--- src/design/bcm_pkg.sv ---
package bcm_pkg;
  localparam int MAX_SLOTS  = 16;
  localparam int MAX_TARGET = 1023;
  localparam int MAX_STOCK  = 255;
  localparam int SLOT_W  = 4;
  localparam int VAL_W   = 10;
  localparam int STK_W   = 8;
  localparam int TGT_W   = 10;
  localparam int CNT_W   = 13;
  localparam int TOT_W   = 12;
  localparam int NSL_W   = 5;
  localparam int ROW_W   = 5;
  localparam int ADDR_W  = ROW_W + TGT_W;
  localparam logic [CNT_W-1:0] NO_SOL = {CNT_W{1'b1}};
  localparam logic CMD_LOAD  = 1'b0;
  localparam logic CMD_SOLVE = 1'b1;

  typedef struct packed {
    logic              command;
    logic [SLOT_W-1:0] slot_index;
    logic [VAL_W-1:0]  coin_value;
    logic [STK_W-1:0]  coin_stock;
    logic [TGT_W-1:0]  target_amount;
  } in_word_t;

  typedef struct packed {
    logic              found;
    logic [SLOT_W-1:0] result_slot;
    logic [STK_W-1:0]  used_count;
    logic [TOT_W-1:0]  total_coins;
    logic              last;
  } out_word_t;

  // controller -> datapath commands
  typedef struct packed {
    logic load;        // write slot from input word
    logic start;       // latch target and slot count
    logic init_row;    // write base row entry t
    logic cell_init;   // begin cell at (i,t)
    logic k_step;      // evaluate next k
    logic cell_write;  // store best of cell
    logic t_next;
    logic i_next;
    logic rd_total;
    logic rb_init;     // start rebuild of slot i, read need
    logic rb_need;     // latch need, read first k
    logic rb_read;     // read entry for current k
    logic rb_step;     // evaluate current k
    logic rb_done;     // commit pick
  } cmd_t;

  typedef struct packed {
    logic t_last;      // t == target
    logic i_zero;
    logic k_done;      // cell search finished
    logic rb_hit;      // rebuild search finished
    logic rb_last;     // i == n-1
    logic no_sol;
    logic empty;       // no slots in use
    logic tgt_zero;
  } sts_t;
endpackage

--- src/design/bcm_ctrl.sv ---
module bcm_ctrl (
  input  logic               clk,
  input  logic               rst,
  input  logic               in_valid,
  output logic               in_ready,
  input  bcm_pkg::in_word_t  in_word,
  output logic               out_valid,
  input  logic               out_ready,
  output logic               out_sel,    // 1: datapath word, 0: fail word
  output logic               fail_found,
  output bcm_pkg::cmd_t      cmd,
  input  bcm_pkg::sts_t      sts
);
  import bcm_pkg::*;

  typedef enum logic [3:0] {
    S_IDLE, S_BASE, S_CELL, S_KRD, S_KSTEP, S_WR, S_TOT, S_TOTW,
    S_RBI, S_RBW, S_RBS, S_RBR, S_EMIT, S_FAIL
  } state_t;
  state_t state;

  assign in_ready = (state == S_IDLE);

  always_comb begin
    cmd = '0;
    case (state)
      S_IDLE: begin
        cmd.load  = in_valid && in_word.command == CMD_LOAD;
        cmd.start = in_valid && in_word.command == CMD_SOLVE;
      end
      S_BASE:  cmd.init_row = 1'b1;
      S_CELL:  cmd.cell_init = 1'b1;
      S_KSTEP: cmd.k_step = !sts.k_done;
      S_WR: begin
        cmd.cell_write = 1'b1;
        cmd.t_next = !sts.t_last;
        cmd.i_next = sts.t_last && !sts.i_zero;
      end
      S_TOT:  cmd.rd_total = 1'b1;
      S_RBI:  cmd.rb_init = 1'b1;
      S_RBW:  cmd.rb_need = 1'b1;
      S_RBR:  cmd.rb_read = 1'b1;
      S_RBS:  cmd.rb_step = !sts.rb_hit;
      S_EMIT: cmd.rb_done = out_ready && !sts.rb_last;
      default: ;
    endcase
  end

  always_ff @(posedge clk) begin
    if (rst) begin
      state <= S_IDLE;
      out_valid <= 1'b0;
      out_sel <= 1'b0;
      fail_found <= 1'b0;
    end else begin
      case (state)
        S_IDLE: if (in_valid && in_word.command == CMD_SOLVE) begin
          if (sts.empty) begin
            fail_found <= sts.tgt_zero;
            out_sel <= 1'b0;
            out_valid <= 1'b1;
            state <= S_FAIL;
          end else state <= S_BASE;
        end
        S_BASE:  if (sts.t_last) state <= S_CELL;
        S_CELL:  state <= S_KRD;
        S_KRD:   state <= S_KSTEP;
        S_KSTEP: state <= sts.k_done ? S_WR : S_KRD;
        S_WR:    state <= (sts.t_last && sts.i_zero) ? S_TOT : S_CELL;
        S_TOT:   state <= S_TOTW;
        S_TOTW: begin
          if (sts.no_sol) begin
            fail_found <= 1'b0;
            out_sel <= 1'b0;
            out_valid <= 1'b1;
            state <= S_FAIL;
          end else state <= S_RBI;
        end
        S_RBI: state <= S_RBW;
        S_RBW: state <= S_RBS;
        S_RBS: if (sts.rb_hit) begin
          out_sel <= 1'b1;
          out_valid <= 1'b1;
          state <= S_EMIT;
        end else state <= S_RBR;
        S_RBR: state <= S_RBS;
        S_EMIT: if (out_ready) begin
          out_valid <= 1'b0;
          state <= sts.rb_last ? S_IDLE : S_RBI;
        end
        S_FAIL: if (out_ready) begin
          out_valid <= 1'b0;
          state <= S_IDLE;
        end
        default: state <= S_IDLE;
      endcase
    end
  end
endmodule

--- config.mk ---
export PLATFORM = sky130hd
export DESIGN_NAME = bcm_ctrl
export DESIGN_NICKNAME = d
export VERILOG_FILES = /design/src/design/bcm_pkg.sv /design/src/design/bcm_ctrl.sv
export SDC_FILE = /design/constraint.sdc
export NUM_CORES = 1
export LEC_CHECK = 0
export ABC_AREA = 1
export BUFFER_PORTS_ARGS = -buffer_cell sky130_fd_sc_hd__buf_4
export CORE_UTILIZATION = 37
export CTS_CLUSTER_DIAMETER = 80
export DETAILED_ROUTE_END_ITERATION = 6
export PLACE_DENSITY = 0.84
export SLEW_MARGIN = 40
export SYNTH_ARGS = -nofsm -noshare
export SYNTH_HDL_FRONTEND = slang
export SYNTH_SLANG_ARGS = --single-unit
--- constraint.sdc ---
create_clock -name clk -period 3.4 [get_ports clk]
set_clock_uncertainty 0.2 [all_clocks]
set_input_delay 0.68 -clock clk [delete_from_list [all_inputs] [get_ports clk]]
set_output_delay 0.68 -clock clk [all_outputs]
set_load 0.05 [all_outputs]
# Word level (Yosys, flattened, before mapping)
# Index checks and enable logic that the tools add are counted.
[classes] n_bitwise=1 reduce_logical=20 n_eq_ne=21 n_mux=35
[op_table] cell="one-hot mux 4 bit (13 select lines)" count=1
[op_table] cell="equality test 4 bit, second input constant" count=6
[op_table] cell="two-way mux 4 bit" count=6
[op_table] cell="two-way mux 1 bit" count=19
[op_table] cell="equality test 4 x 3 -> 1 bit, second input constant" count=4
[op_table] cell="two-way mux 3 bit" count=5
[op_table] cell="!= test 2 bit, second input constant" count=5
[op_table] cell="equality test 4 x 2 -> 1 bit, second input constant" count=2
[op_table] cell="AND reduction 4 bit" count=2
[op_table] cell="!= test 2 x 1 -> 1 bit, second input constant" count=3
[op_table] cell="AND reduction 6 bit" count=1
[op_table] cell="logical AND 1 bit" count=5
[op_table] cell="zero test 1 bit" count=5
[op_table] cell="AND reduction 5 bit" count=1
[op_table] cell="equality test 4 x 1 -> 1 bit, second input constant" count=1
[op_table] cell="zero test 4 bit" count=1
[op_table] cell="one-hot mux 1 bit (4 select lines)" count=1
[op_table] cell="nonzero test 4 bit" count=1
[op_table] cell="OR reduction 2 bit" count=2
[op_table] cell="one-hot mux 1 bit (3 select lines)" count=1
[op_table] cell="nonzero test 3 bit" count=1
[op_table] cell="two-way mux 2 bit" count=1
[op_table] cell="one-hot mux 1 bit (2 select lines)" count=1
[op_table] cell="nonzero test 2 bit" count=1
[op_table] cell="inverter 1 bit" count=1
[word_totals] reg_bits=7 inputBits=45 word_cells=81 output_inout_bits=18

# Longest topological paths before layout
[depth] ltp_word=4 depth_mapped=8 ltp_nobuf=8

# Least setup slack after synthesis
# OpenSTA, ideal clock, no wires.
[synth_path] path_type="register -> output" start="reg state[2]" end="out cmd[6] (netlist name)" setup_slack_ns=0.706 required_ns=2.520 arrival_ns=1.814 path_stages_with_launch=7 path_cell_list="dfxtp_1 inv_1 nor2_4 nand2_1 inv_1 nand2_1 nor2_1"
[synth_rtl] item="from (decl)" line_no="bcm_ctrl.sv:20" source="state_t state;"
[synth_rtl] item="from (signal assigned)" line_no="bcm_ctrl.sv:68" source="S_KSTEP: state <= sts.k_done ? S_WR : S_KRD;"
[synth_rtl] item="from (signal assigned)" line_no="bcm_ctrl.sv:69" source="S_WR: state <= (sts.t_last && sts.i_zero) ? S_TOT : S_CELL;"
[synth_rtl] item="from (signal assigned)" line_no="bcm_ctrl.sv:89" source="state <= sts.rb_last ? S_IDLE : S_RBI;"
[synth_rtl] item="to (decl)" line_no="bcm_ctrl.sv:11" source="output bcm_pkg::cmd_t cmd,"

==> flow_metrics.py <==
metrics = {
    "floorplan": {
        "fp.dieH_microns": 42.5,
        "die_x_microns": 42.5,
        "rows": 14,
        "core_sq_um": 1520,
        "initial_core_util": 0.398,
        "dieArea_sq_um": 1810,
        "io_pins": 63,
    },
    "synth": {
        "syn_nets": 152,
        "synth_ff_type": "dfxtp_1",
        "yosysMostFrequentCell": "nand2_1",
        "synth_common_cells": "nand2_1, nor2_1, inv_1, nand3_1, dfxtp_1",
        "yosys_warnings": 0,
        "synth_enable_flop_cells": 0,
        "synthArstFlopShare": 0,
        "ys_seq_area_frac": 0.231,
        "synthTopCellsByArea": "dfxtp_1, nand2_1, nor2_1, inv_1, nand3_1",
        "synth_top_cell_area_share": 0.231,
        "synth.distinct_cells": 18,
        "syn_inst": 107,
        "synth_top_cell_by_area": "dfxtp_1",
        "synth_area_per_cell_sq_um": 5.67,
        "ys_ff_latch": 7,
        "syn_area_sq_um": 607,
    },
    "worst_setup_path": {
        "path_class": "flop to output port",
        "end_kind": "output port",
        "arrival_ps": 1470,
        "regToRegEndpoint": "out_valid",
        "r2r_setup_slack_ps": 1850,
        "required_ps": 2520,
        "crit_path_start_kind": "flop",
        "r2r_cells": 7,
        "rr_startpoint": "state[1]",
        "crit_path_max_fanout": 7,
    },
    "sta": {
        "clock.fmax_ghz": 0.425,
        "tns_ps": 0,
        "period_needed_ps": 2350,
        "hold_violations": 0,
        "rsz0062_at_grt": "no",
        "worst_pin_slew_ps": 327,
        "hold_ws_ps": 278,
        "finalSetupViolCount": 0,
        "min_period_over_period": 0.691,
        "slew_violations": 0,
        "max_slew_margin": 0.781,
    },
    "cts": {
        "postCtsHoldBufs": 0,
        "cts_sinks": 7,
        "cts.clk_slew.worst_paths_ps": 50,
        "cts_tree": "done",
        "cts_buffers": 3,
        "htreeDepth": 1,
        "cts_setup_buffers": 0,
        "clock_latency_ps": 250,
        "cts_root_buf": "clkbuf_4",
        "ctsResizeCount": 0,
        "clockBufferDepth": 2,
    },
    "grt": {
        "grt_pass1_vias": 634,
        "grt_max_degree": 8,
        "track_usage": 0.181,
        "grt_pass1_wl_microns": 2540,
        "grt_antenna_before_repair": 0,
        "gr-total-overflow": 0,
    },
    "finish": {
        "fin_area_sq_um": 878,
        "fillers": 146,
        "final_layout_size_suffix_gt1_frac": 0.319,
        "insertedDiodeCount": 0,
        "fin_cells": 157,
        "fin_nets": 187,
        "syn_to_final_growth_pct": 44.7,
    },
    "power_and_ir_drop": {
        "power_frac_seq": 0.182,
        "switching_share": 0.580,
        "power.internal_uw": 334,
        "powerDensity_nw_per_um2": 904,
        "p_leak_uw": 0.000500,
        "power.switching_uw": 460,
        "vdd_ir_drop_max_v": 0.000601,
        "p_clk_frac": 0.095,
        "combPwrFrac": 0.723,
    },
    "outcome": {
        "status": "finished clean",
    },
    "route": {
        "drt_iter0_drc": 19,
        "num_vias": 769,
        "ant_nets": 0,
        "via_per_inst": 4.90,
        "wl_per_cell_microns": 9.97,
        "drc": 0,
        "drtPass1Iterations": 4,
        "routed_wl_microns": 1570,
    },
    "min_path": {
        "holdCritStartpoint": "out_valid",
        "whs_path_depth": 2,
        "hold_class": "flop to flop",
        "holdPathEnd": "out_valid",
    },
    "run": {
        "drv_cap": 0,
    },
    "placed_design": {
        "place_area_sq_um": 852,
        "routabilityCongestion": 0.888,
        "io_buffer_count": 30,
        "place_inst": 153,
        "hpwl_microns": 1310,
    },
}
-- cell families (layout without fill, tap and decap cells) --
logic type	Yosys count	count (layout)	share of synthesized area
and+or+nand+nor	74	74	0.573
AOI/OAI and AO/OA	11	11	0.0990
buffers and inverters	15	49	0.0969
DFF	7	7	0.231
-- through the flow --
stage	total power (uW)	worst slack, ps	util
final	794	1050	0.576
after global placement	708	1230	0.559
after CTS	797	1040	0.576
after detailed placement	717	1220	0.559
after global routing	860	933	0.576
after floorplan	583	706	-
-- worst max-delay path, cell delays in order (launching register included) --
cell and delay (ps):
dfxtp_1 420, inv_1 110, nor2_4 170, nand2_1 110, inv_1 80, nand2_1 50, nor2_1 80, buf_4 200
-- flip-flops by register name, summed over array words and instances (netlist names) --
name and cells:
fail_found 1, out_valid 1, state 4, out_sel 1
-- layout make-up --
type / instances / area [sq um] / area share
Sequential cell: 7 / 140 / 0.160
Timing Repair Buffer: 30 / 225 / 0.256
Multi-Input combinational cell: 85 / 408 / 0.464
Tap cell: 16 / 20.0 / 0.0228
Inverter: 15 / 58.8 / 0.0670
Clock buffer: 4 / 26.3 / 0.0299
-- worst max path at each step --
stage | start | end | slack, ps | cells after the start
after CTS | state[2] | cmd[6] | 1040 | 7
after global placement | sts[4] | cmd[1] | 1230 | 4
after floorplan | state[2] | cmd[6] | 710 | 6
final | state[2] | cmd[6] | 1050 | 7
after detailed placement | sts[4] | cmd[1] | 1220 | 4
after global routing | state[2] | cmd[6] | 930 | 7
-- cell usage in the layout, fill, tap and decap left out, types with 3 or more instances in the layout --
master / count
inv_1: 14
nand2_2: 3
nand3_1: 8
nor3_1: 5
a21oi_1: 6
nor2_1: 21
dfxtp_1: 7
buf_4: 30
nand2_1: 27
clkbuf_4: 3
nor2_2: 4
-- power by group through the flow --
stage / sequential (uW) / combinational, uW / clock [uW]
floorplan: 177 / 407 / 0
global placement: 145 / 563 / 0
detailed placement: 146 / 571 / 0
CTS: 145 / 574 / 77.8
global route: 148 / 630 / 81.4
finish: 145 / 574 / 75.1
-- routing by layer --
| layer | vias up | global-route usage | wire length, microns |
|---|---|---|---|
| li1 | 409 | - | - |
| met1 | 323 | 0.225 | 726 |
| met2 | 33 | 0.292 | 710 |
| met3 | 4 | 0.0474 | 99 |
| met4 | 0 | 0.0750 | 29 |
| met5 | - | 0 | 0 |
(Power assumes the default switching activity.)
